==> config.mk <==
export PLATFORM = sky130hd
export DESIGN_NAME = utf8_text_validator_unit_flat
export DESIGN_NICKNAME = d
export VERILOG_FILES = /design/src/rtl/core/u8v_pkg.sv /design/src/rtl/core/u8v_in_if.sv /design/src/rtl/core/u8v_out_if.sv /design/src/rtl/core/u8v_cfg_if.sv /design/src/rtl/core/u8v_cfg_regs.sv /design/src/rtl/core/u8v_byte_check.sv /design/src/rtl/core/utf8_text_validator_unit.sv /design/src/flat_wrapper.sv
export SDC_FILE = /design/constraint.sdc
export NUM_CORES = 1
export LEC_CHECK = 0
export BUFFER_PORTS_ARGS = -buffer_cell sky130_fd_sc_hd__buf_2
export CAP_MARGIN = 20
export CORE_ASPECT_RATIO = 1.4
export CORE_UTILIZATION = 35
export DETAILED_ROUTE_END_ITERATION = 12
export SYNTH_ARGS = -nofsm -noshare
export SYNTH_HDL_FRONTEND = slang
export SYNTH_SLANG_ARGS = --single-unit
==> constraint.sdc <==
create_clock -name clk -period 2.5 [get_ports clk]
set_input_delay 0.375 -clock clk [delete_from_list [all_inputs] [get_ports clk]]
set_output_delay 0.375 -clock clk [all_outputs]
set_load 0.01 [all_outputs]
==> src/rtl/core/u8v_pkg.sv <==
// shared types, constants and helpers of the utf-8 text validator
package u8v_pkg;

  localparam int BYTE_W    = 8;
  localparam int STATUS_W  = 2;
  localparam int PEND_W    = 2;
  localparam int CFG_IDX_W = 2;
  localparam int CFG_DAT_W = 1;

  typedef enum logic [STATUS_W-1:0] {
    ST_OK         = 2'd0,
    ST_NON_NORMAL = 2'd1,
    ST_MALFORMED  = 2'd2,
    ST_NEWLINE    = 2'd3
  } status_t;

  typedef enum logic [CFG_IDX_W-1:0] {
    REG_ALLOW_NON_NORMAL = 2'd0,
    REG_ALLOW_NEW_LINE   = 2'd1
  } cfg_reg_t;

  typedef struct packed {
    logic allow_non_normal;
    logic allow_new_line;
  } cfg_t;

  typedef struct packed {
    logic [PEND_W-1:0] pend;
    logic              cr;
    status_t           fe;
  } chk_state_t;

  localparam logic [BYTE_W-1:0] MASK_C0 = 8'b1100_0000;
  localparam logic [BYTE_W-1:0] MASK_E0 = 8'b1110_0000;
  localparam logic [BYTE_W-1:0] MASK_F0 = 8'b1111_0000;
  localparam logic [BYTE_W-1:0] MASK_F8 = 8'b1111_1000;
  localparam logic [BYTE_W-1:0] PAT_CONT = 8'b1000_0000;
  localparam logic [BYTE_W-1:0] PAT_LEAD2 = 8'b1100_0000;
  localparam logic [BYTE_W-1:0] PAT_LEAD3 = 8'b1110_0000;
  localparam logic [BYTE_W-1:0] PAT_LEAD4 = 8'b1111_0000;

  localparam logic [BYTE_W-1:0] CH_TAB  = 8'h09;
  localparam logic [BYTE_W-1:0] CH_LF   = 8'h0A;
  localparam logic [BYTE_W-1:0] CH_CR   = 8'h0D;
  localparam logic [BYTE_W-1:0] CH_US   = 8'h1F;
  localparam logic [BYTE_W-1:0] CH_DEL  = 8'h7F;
  localparam logic [BYTE_W-1:0] CH_DASH = 8'h2D;
  localparam logic [BYTE_W-1:0] CH_UNDS = 8'h5F;

  function automatic logic is_plain(input logic [BYTE_W-1:0] b);
    return (b >= 8'h30 && b <= 8'h39) || (b >= 8'h41 && b <= 8'h5A) ||
           (b >= 8'h61 && b <= 8'h7A) || b == CH_UNDS || b == CH_DASH;
  endfunction

endpackage

==> src/rtl/core/u8v_in_if.sv <==
// input channel: one text byte and its end-of-text flag
interface u8v_in_if;
  import u8v_pkg::*;

  logic              valid;
  logic              ready;
  logic [BYTE_W-1:0] text_byte;
  logic              last_byte;

  modport source (output valid, output text_byte, output last_byte, input ready);
  modport sink (input valid, input text_byte, input last_byte, output ready);
endinterface

==> src/rtl/core/u8v_out_if.sv <==
// result channel: running status and end-of-text flag
interface u8v_out_if;
  import u8v_pkg::*;

  logic                valid;
  logic                ready;
  logic [STATUS_W-1:0] status;
  logic                text_done;

  modport source (output valid, output status, output text_done, input ready);
  modport sink (input valid, input status, input text_done, output ready);
endinterface

==> src/rtl/core/u8v_cfg_if.sv <==
// configuration write channel
interface u8v_cfg_if;
  import u8v_pkg::*;

  logic                 valid;
  logic                 ready;
  logic [CFG_IDX_W-1:0] index;
  logic [CFG_DAT_W-1:0] data;

  modport source (output valid, output index, output data, input ready);
  modport sink (input valid, input index, input data, output ready);
endinterface

==> src/rtl/core/u8v_cfg_regs.sv <==
// configuration registers of the utf-8 text validator
module u8v_cfg_regs (
  input  logic          clk,
  input  logic          rst_n,
  u8v_cfg_if.sink       cfg_if,
  output u8v_pkg::cfg_t cfg
);
  import u8v_pkg::*;

  cfg_t cfg_r;
  cfg_t cfg_nxt;

  assign cfg_if.ready = 1'b1;
  assign cfg = cfg_r;

  always_comb begin
    cfg_nxt = cfg_r;
    if (cfg_if.valid) begin
      unique case (cfg_if.index)
        REG_ALLOW_NON_NORMAL: cfg_nxt.allow_non_normal = cfg_if.data[0];
        REG_ALLOW_NEW_LINE:   cfg_nxt.allow_new_line   = cfg_if.data[0];
        default:              cfg_nxt = cfg_r;
      endcase
    end
  end

  always_ff @(posedge clk) begin
    if (!rst_n) begin
      cfg_r <= '0;
    end else begin
      cfg_r <= cfg_nxt;
    end
  end
endmodule

==> src/rtl/core/u8v_byte_check.sv <==
// per-byte utf-8 and character class check with sticky text state
module u8v_byte_check (
  input  logic                       clk,
  input  logic                       rst_n,
  input  logic                       adv,
  input  logic [u8v_pkg::BYTE_W-1:0] text_byte,
  input  logic                       last_byte,
  input  u8v_pkg::cfg_t              cfg,
  output u8v_pkg::status_t           status,
  output u8v_pkg::chk_state_t        chk_st
);
  import u8v_pkg::*;

  chk_state_t st_r;
  chk_state_t st_nxt;

  status_t           err;
  logic [PEND_W-1:0] pend_b;
  logic              cr_b;
  logic [PEND_W-1:0] pend_c;
  logic              cr_c;
  status_t           fe_c;
  status_t           status_c;

  // single byte check against the stored sequence state
  always_comb begin
    err    = ST_OK;
    pend_b = st_r.pend;
    cr_b   = st_r.cr;
    if (text_byte[BYTE_W-1]) begin
      if (!cfg.allow_non_normal) begin
        err = ST_NON_NORMAL;
      end else if (st_r.pend == '0) begin
        priority if (st_r.cr) begin
          err = ST_MALFORMED;
        end else if ((text_byte & MASK_C0) == PAT_CONT) begin
          err = ST_MALFORMED;
        end else if ((text_byte & MASK_E0) == PAT_LEAD2) begin
          pend_b = PEND_W'(1);
        end else if ((text_byte & MASK_F0) == PAT_LEAD3) begin
          pend_b = PEND_W'(2);
        end else if ((text_byte & MASK_F8) == PAT_LEAD4) begin
          pend_b = PEND_W'(3);
        end else begin
          err = ST_MALFORMED;
        end
      end else if ((text_byte & MASK_C0) != PAT_CONT) begin
        err = ST_MALFORMED;
      end else begin
        pend_b = st_r.pend - PEND_W'(1);
      end
    end else begin
      priority if (st_r.pend != '0) begin
        err = ST_MALFORMED;
      end else if (!cfg.allow_non_normal && !is_plain(text_byte)) begin
        err = ST_NON_NORMAL;
      end else if (!cfg.allow_new_line && (text_byte == CH_LF || text_byte == CH_CR)) begin
        err = ST_NEWLINE;
      end else if (text_byte <= CH_US && text_byte != CH_LF && text_byte != CH_CR &&
                   text_byte != CH_TAB) begin
        err = ST_MALFORMED;
      end else if (text_byte == CH_DEL) begin
        err = ST_MALFORMED;
      end else if (st_r.cr) begin
        if (text_byte != CH_LF) begin
          err = ST_MALFORMED;
        end else begin
          cr_b = 1'b0;
        end
      end else if (text_byte == CH_CR) begin
        cr_b = 1'b1;
      end
    end
  end

  // first error sticks, unfinished text at the end is malformed
  always_comb begin
    pend_c = st_r.pend;
    cr_c   = st_r.cr;
    fe_c   = st_r.fe;
    if (st_r.fe == ST_OK) begin
      fe_c = err;
      if (err == ST_OK) begin
        pend_c = pend_b;
        cr_c   = cr_b;
      end
    end
    status_c = fe_c;
    if (last_byte && fe_c == ST_OK && (pend_c != '0 || cr_c)) begin
      status_c = ST_MALFORMED;
    end
    if (last_byte) begin
      st_nxt = '{pend: '0, cr: 1'b0, fe: ST_OK};
    end else begin
      st_nxt = '{pend: pend_c, cr: cr_c, fe: status_c};
    end
  end

  assign status = status_c;
  assign chk_st = st_r;

  always_ff @(posedge clk) begin
    if (!rst_n) begin
      st_r <= '{pend: '0, cr: 1'b0, fe: ST_OK};
    end else if (adv) begin
      st_r <= st_nxt;
    end
  end
endmodule

==> src/rtl/core/utf8_text_validator_unit.sv <==
// top level of the utf-8 text validator
// usage:
//   in_if carries one text byte per item with last_byte marking the end of a text.
//   out_if returns exactly one item per input byte: status is the first error
//   of the text so far (0 ok, 1 non-normal, 2 malformed, 3 newline) and
//   text_done repeats last_byte, so status is final when text_done is 1.
//   cfg_if writes allow_non_normal (index 0) and allow_new_line (index 1);
//   other indexes are ignored. write only while no item is in flight.
// timing:
//   an accepted byte is held in the input register and its result is written to the
//   output register when the byte leaves it, which waits while a held result is not taken.
//   throughput is one byte per cycle while results are taken; the byte check is
//   one pass of logic over the input register and the small per-text state.
// reset (synchronous, active low) clears the valid flags of both registers, the text
// state and the configuration. when out_if.ready is low the result holds, one more byte
// is taken into the input register, then in_if.ready drops until the result
// is taken.
module utf8_text_validator_unit (
  input  logic    clk,
  input  logic    rst_n,
  u8v_cfg_if.sink cfg_if,
  u8v_in_if.sink  in_if,
  u8v_out_if.source out_if
);
  import u8v_pkg::*;

  logic              stage_vld_r;
  logic [BYTE_W-1:0] stage_byte_r;
  logic              stage_last_r;
  logic              out_vld_r;
  status_t           out_status_r;
  logic              out_done_r;
  logic              adv;
  logic              in_take;
  cfg_t              cfg;
  status_t           chk_status;
  chk_state_t        chk_st;

  u8v_cfg_regs u_cfg (
    .clk    (clk),
    .rst_n  (rst_n),
    .cfg_if (cfg_if),
    .cfg    (cfg)
  );

  u8v_byte_check u_chk (
    .clk       (clk),
    .rst_n     (rst_n),
    .adv       (adv),
    .text_byte (stage_byte_r),
    .last_byte (stage_last_r),
    .cfg       (cfg),
    .status    (chk_status),
    .chk_st    (chk_st)
  );

  assign adv          = stage_vld_r && (!out_vld_r || out_if.ready);
  assign in_if.ready  = !stage_vld_r || adv;
  assign in_take      = in_if.valid && in_if.ready;
  assign out_if.valid = out_vld_r;
  assign out_if.status = out_status_r;
  assign out_if.text_done = out_done_r;

  always_ff @(posedge clk) begin
    if (!rst_n) begin
      stage_vld_r <= 1'b0;
      out_vld_r   <= 1'b0;
    end else begin
      if (in_take) begin
        stage_vld_r <= 1'b1;
      end else if (adv) begin
        stage_vld_r <= 1'b0;
      end
      if (adv) begin
        out_vld_r <= 1'b1;
      end else if (out_if.ready) begin
        out_vld_r <= 1'b0;
      end
    end
  end

  always_ff @(posedge clk) begin
    if (in_take) begin
      stage_byte_r <= in_if.text_byte;
      stage_last_r <= in_if.last_byte;
    end
    if (adv) begin
      out_status_r <= chk_status;
      out_done_r   <= stage_last_r;
    end
  end

`ifndef ASSERT_OFF
  a_stall_blocks_input: assert property (@(posedge clk) disable iff (!rst_n)
    (stage_vld_r && out_vld_r && !out_if.ready) |-> !in_if.ready)
    else $error("input taken while both registers are full");

  a_text_end_clears: assert property (@(posedge clk) disable iff (!rst_n)
    (adv && stage_last_r) |=> (chk_st.pend == '0 && !chk_st.cr && chk_st.fe == ST_OK))
    else $error("text state not cleared after last byte");

  a_result_from_stage: assert property (@(posedge clk) disable iff (!rst_n)
    $rose(out_vld_r) |-> $past(adv))
    else $error("result appeared without a byte leaving the input register");

  a_error_sticks: assert property (@(posedge clk) disable iff (!rst_n)
    (adv && !stage_last_r && chk_st.fe != ST_OK) |=> (chk_st.fe == $past(chk_st.fe)))
    else $error("first error changed within a text");
`endif
endmodule

==> src/flat_wrapper.sv <==
// flat-port wrapper written by rule: the top's interface ports become plain ports
module utf8_text_validator_unit_flat import u8v_pkg::*;
  (clk, rst_n, cfg_if_valid, cfg_if_index, cfg_if_data, cfg_if_ready, in_if_valid, in_if_text_byte, in_if_last_byte, in_if_ready, out_if_valid, out_if_status, out_if_text_done, out_if_ready);
  u8v_cfg_if cfg_if_i ();
  u8v_in_if in_if_i ();
  u8v_out_if out_if_i ();
  input  logic clk;
  input  logic rst_n;
  input wire logic [$bits(cfg_if_i.valid)-1:0] cfg_if_valid;
  input wire logic [$bits(cfg_if_i.index)-1:0] cfg_if_index;
  input wire logic [$bits(cfg_if_i.data)-1:0] cfg_if_data;
  output wire logic [$bits(cfg_if_i.ready)-1:0] cfg_if_ready;
  input wire logic [$bits(in_if_i.valid)-1:0] in_if_valid;
  input wire logic [$bits(in_if_i.text_byte)-1:0] in_if_text_byte;
  input wire logic [$bits(in_if_i.last_byte)-1:0] in_if_last_byte;
  output wire logic [$bits(in_if_i.ready)-1:0] in_if_ready;
  output wire logic [$bits(out_if_i.valid)-1:0] out_if_valid;
  output wire logic [$bits(out_if_i.status)-1:0] out_if_status;
  output wire logic [$bits(out_if_i.text_done)-1:0] out_if_text_done;
  input wire logic [$bits(out_if_i.ready)-1:0] out_if_ready;
  assign cfg_if_i.valid = cfg_if_valid;
  assign cfg_if_i.index = cfg_if_index;
  assign cfg_if_i.data = cfg_if_data;
  assign cfg_if_ready = cfg_if_i.ready;
  assign in_if_i.valid = in_if_valid;
  assign in_if_i.text_byte = in_if_text_byte;
  assign in_if_i.last_byte = in_if_last_byte;
  assign in_if_ready = in_if_i.ready;
  assign out_if_valid = out_if_i.valid;
  assign out_if_status = out_if_i.status;
  assign out_if_text_done = out_if_i.text_done;
  assign out_if_i.ready = out_if_ready;
  utf8_text_validator_unit u_core (.clk(clk), .rst_n(rst_n), .cfg_if(cfg_if_i), .in_if(in_if_i), .out_if(out_if_i));
endmodule
## Word level (Yosys, flattened, before mapping)

Index checks and enable logic that the tools add are counted.

| word-level totals | value |
|---|---|
| bits in registers | 21 |
| logic and storage cells | 114 |

| cells by class | value |
|---|---|
| add/sub/neg operators | 1 |
| magnitude comparators | 7 |
| eq/ne operators | 14 |
| multiplexer cells | 45 |
| reductions and logical operators | 36 |

Operators by type and width:

| operator | count |
|---|---|
| $mux 2 | 29 |
| $ne 8x4->1 const B | 3 |
| $eq 8x4->1 const B | 2 |
| $eq 8x7->1 const B | 2 |
| $ge 8x7->1 const B | 2 |
| $le 8x7->1 const B | 2 |
| $mux 1 | 15 |
| $logic_and 1x1->1 | 12 |
| $logic_not 2->1 | 5 |
| $eq 8x6->1 const B | 1 |
| $ge 8x6->1 const B | 1 |
| $le 8x5->1 const B | 1 |
| $le 8x6->1 const B | 1 |
| $logic_or 1x1->1 | 8 |
| $reduce_bool 2->1 | 4 |
| $eq 5x5->1 const B | 1 |
| $logic_not 1->1 | 5 |
| $mux 5 | 1 |
| $eq 4x4->1 const B | 1 |
| $reduce_and 2->1 | 2 |
| $eq 3x3->1 const B | 1 |
| $eq 2x1->1 const B | 1 |
| $eq 2x2->1 const B | 1 |
| $ne 2x2->1 const B | 1 |
| $sub 2x1->2 const B | 1 |

## Logic depth before layout (Yosys ltp)

| depth | value |
|---|---|
| depth in word-level cells | 19 |
| gate-level depth with buffers | 8 |
| mapped depth without buffers | 8 |

## Cells and area by module

From an unflattened synthesis, not the netlist that was laid out.

| unflattened totals | value |
|---|---|
| cells, all modules | 131 |
| area, all modules | 1,325.0 µm² |

Modules (own cells, without submodules):

| module | times used | cells each | area an instance (µm²) | seq. area each (µm²) |
|---|---|---|---|---|
| u8v_byte_check | 1 | 99 | 758.2 | 100.1 |
| utf8_text_validator_unit | 1 | 21 | 464.2 | 400.4 |
| u8v_cfg_regs | 1 | 11 | 102.6 | 40.0 |

## Worst setup path after synthesis

OpenSTA, ideal clock, no wires.

| timing | value |
|---|---|
| kind | register to register |
| start point | register u_core.stage_byte_r[2] |
| end point | register u_core.out_status_r[1] (netlist: u_core.out_if.status[1]) (data pin) |
| library setup time | 0.259 ns |
| arrival time | 1.986 ns |
| data required time | 2.241 ns |
| path slack | 0.255 ns |
| cell stages (with the launch flop) | 7 |
| buffers on the path | 0 |
| cell sequence | edfxtp_1 or4_1 o22ai_2 o311ai_2 a211o_1 and3_1 a211o_1 |

| on the way | value |
|---|---|
| cells in the longest elaborated chain, start to end | 18 |

RTL lines:

| element | RTL line | source |
|---|---|---|
| start: declaration | utf8_text_validator_unit.sv:28 | `logic [BYTE_W-1:0] stage_byte_r;` |
| start signal: assignment | utf8_text_validator_unit.sv:84 | `stage_byte_r <= in_if.text_byte;` |
| $ge 8x6->1, or another cell as far along | u8v_pkg.sv:51 | `return (b >= 8'h30 && b <= 8'h39) \|\| (b >= 8'h41 && b <= 8'h5A) \|\|` |
| $logic_and 1x1->1 | u8v_pkg.sv:51 |  |
| $logic_or 1x1->1 (2 in a row) | u8v_pkg.sv:51 |  |
| $logic_or 1x1->1 (2 in a row) | u8v_pkg.sv:52 | `(b >= 8'h61 && b <= 8'h7A) \|\| b == CH_UNDS \|\| b == CH_DASH;` |
| $logic_not 1->1 | u8v_byte_check.sv:55 | `end else if (!cfg.allow_non_normal && !is_plain(text_byte)) begin` |
| $logic_and 1x1->1 | u8v_byte_check.sv:55 |  |
| $mux 2 | u8v_byte_check.sv:55 |  |
| $mux 2 | u8v_byte_check.sv:53 | `priority if (st_r.pend != '0) begin` |
| $mux 2 | u8v_byte_check.sv:30 | `if (text_byte[BYTE_W-1]) begin` |
| $logic_not 2->1 | u8v_byte_check.sv:83 | `if (err == ST_OK) begin` |
| $mux 2 | u8v_byte_check.sv:83 |  |
| $mux 2 | u8v_byte_check.sv:81 | `if (st_r.fe == ST_OK) begin` |
| $reduce_bool 2->1 | u8v_byte_check.sv:89 | `if (last_byte && fe_c == ST_OK && (pend_c != '0 \|\| cr_c)) begin` |
| $logic_or 1x1->1 | u8v_byte_check.sv:89 |  |
| $logic_and 1x1->1 | u8v_byte_check.sv:89 |  |
| $mux 2 (*) | u8v_byte_check.sv:89 |  |
| via u_core.chk_status[1] | utf8_text_validator_unit.sv:36 | `status_t chk_status;` |
| end signal: assignment | utf8_text_validator_unit.sv:88 | `out_status_r <= chk_status;` |
| end: declaration | utf8_text_validator_unit.sv:31 | `status_t out_status_r;` |

Mark *: on every way through the listed nets, which the timed path passes. The rest lies on a longest branch.
A chain may end at the register's enable or synchronous reset.

## Worst setup path in the final report

| timing | value |
|---|---|
| start point | register u_core.stage_byte_r[6] |
| end point | register u_core.out_status_r[1] (netlist: u_core.out_if.status[1]) (data pin) |

The elaborated chain is that of the path after synthesis.

==> results <==
- The part of the total power dissipated in the clock network is 30.4%.
- Summed over all cells, the static leakage comes to 0.581 nW.
- Prior to clock tree synthesis, the placed netlist has a worst setup slack of 120 ps.
- Synthesis produced 133 cells.
- The wire length of the first global-routing pass is 4580 um.
- The tree is rooted in a sky130_fd_sc_hd__clkbuf_8.
- The final setup TNS is 0 ps.
- The net count after synthesis is 151.
- The area growth from synthesis to layout is 18.1%.
- IR analysis of the VDD net gives a maximum drop of 443 uV.
- The fmax is 425 MHz.
- In this run, synthesis inferred 12 flip-flops with an integrated enable.
- The overall power consumption is 723 uW.
- Across every metal layer, demand over resource in global routing totals 16.3%.
- The total number of H-tree levels is 1.
- In this run the deepest clock path goes through 2 buffers.
- The register bit count reported by yosys is 21.
- The tightest min-delay check is of the primary input to flop type.
- With fillers left out, the area of the finished cells amounts to 0.00149 mm2.
- The cell that appears most often on the critical path is sky130_fd_sc_hd__a211o_1.
- The startpoint identified for the worst register-to-register timing path is u_core.stage_byte_r[6]$_DFFE_PP_.
- The cell area after placement is 0.00140 mm2.
- For the final database, setup skew stands at 7.54 ps.
- For hold timing, the worst endpoint is u_core.stage_byte_r[6]$_DFFE_PP_.
- The floorplan has 25 rows.
- The post-route minimum period is 2350 ps.
- Setup repair after global routing left no endpoint under its margin.
- The core region area is 0.00341 mm2.
- After detailed routing, the number of vias per cell comes to 5.52.
- Across the run, the number of max-cap violations was 0.
- Summing the sequential cell areas from Yosys gives 43.0% of the chip area.
- The number of placed cells counting well taps is 193.
- The kind of end point of the critical path is a flop.
- The largest total area in the synthesized netlist belongs to sky130_fd_sc_hd__edfxtp_1.
- The sum of routed wire length over all layers is 2640 um.
- The floorplan step defined a die boundary enclosing 0.00384 mm2.
- Buffers inserted during clock tree synthesis total 3.
- The worst endpoint data arrival time is 2370 ps.
- The width of the die is 52.7 um.
- Measured along the y axis, the die boundary spans 72.9 um.
- Combinational logic is responsible for 14.2% of the overall power.
- The internal cell power is 547 uW.
- The top cell type by area accounts for 28.7% of the synthesized area.
- The clock tree from TritonCTS is yes.
- For this run, the detailed router's first-pass iteration total came to 4.
- The count of pins over their slew limit is 0.
- The worst-case reg-to-reg path depth is 6.
- The final cell count without fillers is 201.
- For this design the ratio of total power to cell area is 487 mW/mm2.
- The delay of the slowest cell on the worst path is 560 ps.
- In this run the power spent charging and discharging nets is 177 uW.
- The reg2reg setup slack is 150 ps.
- The area of the multi-input gates is 643 um2.
- Registers take 541 um2.
- The most common library cell in the layout ignoring fill and taps is sky130_fd_sc_hd__buf_2.
- The start-to-end type of the worst setup path is flop to flop.
- The beginning of the worst hold path is in_if_text_byte[6].
- The Yosys step of the flow raised 0 warnings.
- Yosys attributes the largest share of cell area to sky130_fd_sc_hd__edfxtp_1, sky130_fd_sc_hd__dfxtp_1, sky130_fd_sc_hd__a21oi_1.
- STA classifies the critical path startpoint as a flop.
- The count of antenna diodes in the layout is 0.
- In the layout the commonest cells are sky130_fd_sc_hd__buf_2, sky130_fd_sc_hd__edfxtp_1, sky130_fd_sc_hd__nor2_1.
- The DRC violations left is 0.
- The final number of hold-violating endpoints was 0.
- The clock sink total is 21.
- The count of nets left with antenna violations after detail routing is 0.
- The reg-to-reg endpoint is u_core.out_if.status[1]$_DFFE_PP_.
- The number of ports placed on the die boundary is 23.
- Entering global routing, the biggest net connects 12 pins.
- The summed instance area of the synthesized netlist is 0.00126 mm2.
- The highest-delay cell along the critical path is sky130_fd_sc_hd__or4b_1.
- The hold path depth is 1.
- The worst-case hold slack is 289 ps.
- The residual overflow from global routing is 0.
- Routability-driven placement finished with a final weighted congestion of 0.883.
- For this run, the leading register cell type out of synthesis is sky130_fd_sc_hd__edfxtp_1.
- The final cell utilization of the core is 43.6%.
- The switching power share of the total is 24.5%.
- Traced cell by cell, the critical path runs through or4b_1, a211o_1, o311ai_2, nand3_1, a221o_1, a211o_1.
- The synthesized area per cell is 9.45 um2.
- The setup slack of the critical path after layout is 149 ps.
- The maximum fanout along the worst path is 6.
- The distinct cell type count after synthesis is 48.
- The post-synthesis async set-or-reset flop share is 0%.
- The required time of the worst setup path is 2520 ps.
- The first routing iteration left 28 violations.
- The clock latency on the worst-skew pair is 260 ps.
- The fraction of power consumed by sequential logic is 55.4%.
- Setup violations remaining at the end of the flow were counted as 0.
- The number of antenna violations at the first check in global routing is 0.
- The final layout contains 180 nets.
- The count of fill cells added during filler insertion is 340.
- Dividing the detail-routed wire length by the instance count gives 13.2 um.
- The quantity of I/O buffers inserted on ports is 21.
- The ratio of cells with drive above 1 in the final layout is 26.1%.
- The final critical-path share of the clock period is 94.0%.
- The HPWL after detailed placement is 2070 um.
- After clock tree synthesis, the clock-pin slew on the worst setup and hold paths is 80 ps.
- The total number of vias is 1110.
- The run finished with clean final reports.
- The initial utilization of the core area, before any placement, comes to 36.9%.
- The via count of the first global-routing pass is 1100.
[synthesized netlist by cell type, types with 2 or more instances]
library cell	number
sky130_fd_sc_hd__nand3b_1	2
sky130_fd_sc_hd__a31oi_1	2
sky130_fd_sc_hd__nand2b_1	3
sky130_fd_sc_hd__and3_1	2
sky130_fd_sc_hd__buf_4	3
sky130_fd_sc_hd__a22oi_1	2
sky130_fd_sc_hd__nor2_1	11
sky130_fd_sc_hd__mux2i_1	2
sky130_fd_sc_hd__buf_6	2
sky130_fd_sc_hd__nor2b_1	2
sky130_fd_sc_hd__a21oi_1	9
sky130_fd_sc_hd__dfxtp_1	9
sky130_fd_sc_hd__nor3_1	3
sky130_fd_sc_hd__edfxtp_1	12
sky130_fd_sc_hd__o21ai_0	9
sky130_fd_sc_hd__buf_2	2
sky130_fd_sc_hd__nor3b_1	5
sky130_fd_sc_hd__inv_1	7
sky130_fd_sc_hd__and2_1	5
sky130_fd_sc_hd__a211oi_1	2
sky130_fd_sc_hd__nand2_1	7
sky130_fd_sc_hd__a211o_1	3
sky130_fd_sc_hd__nand3_1	4
[area by class of cell]
class	count	area share (%)
multi-input combinational	98	43.3
sequential	21	36.4
timing repair buffer	31	12.1
tap	40	3.37
clock buffer	4	3.03
inverter	7	1.77
[power groups by stage]
| stage | logic (mW) | clock network [mW] | registers (mW) |
|---|---|---|---|
| floorplan | 0.0696 | 0 | 0.403 |
| global placement | 0.0955 | 0 | 0.408 |
| detailed placement | 0.0969 | 0 | 0.409 |
| CTS | 0.0972 | 0.228 | 0.401 |
| global route | 0.115 | 0.239 | 0.403 |
| finish | 0.103 | 0.220 | 0.401 |
[critical path: cells and delay by family, from the launching register on]
| kind | cells | cell delay, ps |
|---|---|---|
| simple gates | 2 | 690 |
| compound gates | 4 | 970 |
| flops | 1 | 460 |
[repair_timing]
item / in CTS / in global routing
gates resized for setup: 0 / 2
endpoints found under the setup margin: 0 / 1
hold buffers: 0 / 0
setup buffers: 0 / 4
[registers in the layout (all words and copies together), names as in the netlist]
name / cells
u_core.stage_vld_r: 1
u_core.u_cfg.cfg: 2
u_core.u_chk.chk_st: 5
u_core.out_if.valid: 1
u_core.out_if.text_done: 1
u_core.out_if.status: 2
u_core.stage_last_r: 1
u_core.stage_byte_r: 8
[cell families (layout without fill, tap and decap cells)]
| kind of cell | after synthesis | in the layout | share of synthesized area, % |
|---|---|---|---|
| fa+ha+maj | 1 | 1 | 0.995 |
| buf+inv | 14 | 42 | 6.47 |
| compound gates | 39 | 39 | 21.7 |
| other cells | 1 | 1 | 0.298 |
| simple gates | 55 | 55 | 26.0 |
| mux | 2 | 2 | 1.59 |
| flops | 21 | 21 | 43.0 |
[per-layer routing]
metal | track usage, % | routed length [um]
met5 | 0 | 0
met4 | 12.0 | 90
met3 | 3.54 | 124
met2 | 27.1 | 1380
met1 | 17.5 | 1050
[worst max path at each step]
| stage | cells past startpoint | start | to |
|---|---|---|---|
| finish | 6 | u_core.stage_byte_r[6]$_DFFE_PP_ | u_core.out_if.status[1]$_DFFE_PP_ |
| floorplan | 6 | u_core.stage_byte_r[2]$_DFFE_PP_ | u_core.out_if.status[1]$_DFFE_PP_ |
| global route | 6 | u_core.stage_byte_r[6]$_DFFE_PP_ | u_core.out_if.status[1]$_DFFE_PP_ |
| global placement | 6 | u_core.stage_byte_r[4]$_DFFE_PP_ | u_core.out_if.status[1]$_DFFE_PP_ |
| detailed placement | 6 | u_core.stage_byte_r[4]$_DFFE_PP_ | u_core.out_if.status[1]$_DFFE_PP_ |
| CTS | 6 | u_core.stage_byte_r[4]$_DFFE_PP_ | u_core.out_if.status[1]$_DFFE_PP_ |
No activity file was read; power rests on OpenSTA's default activity.
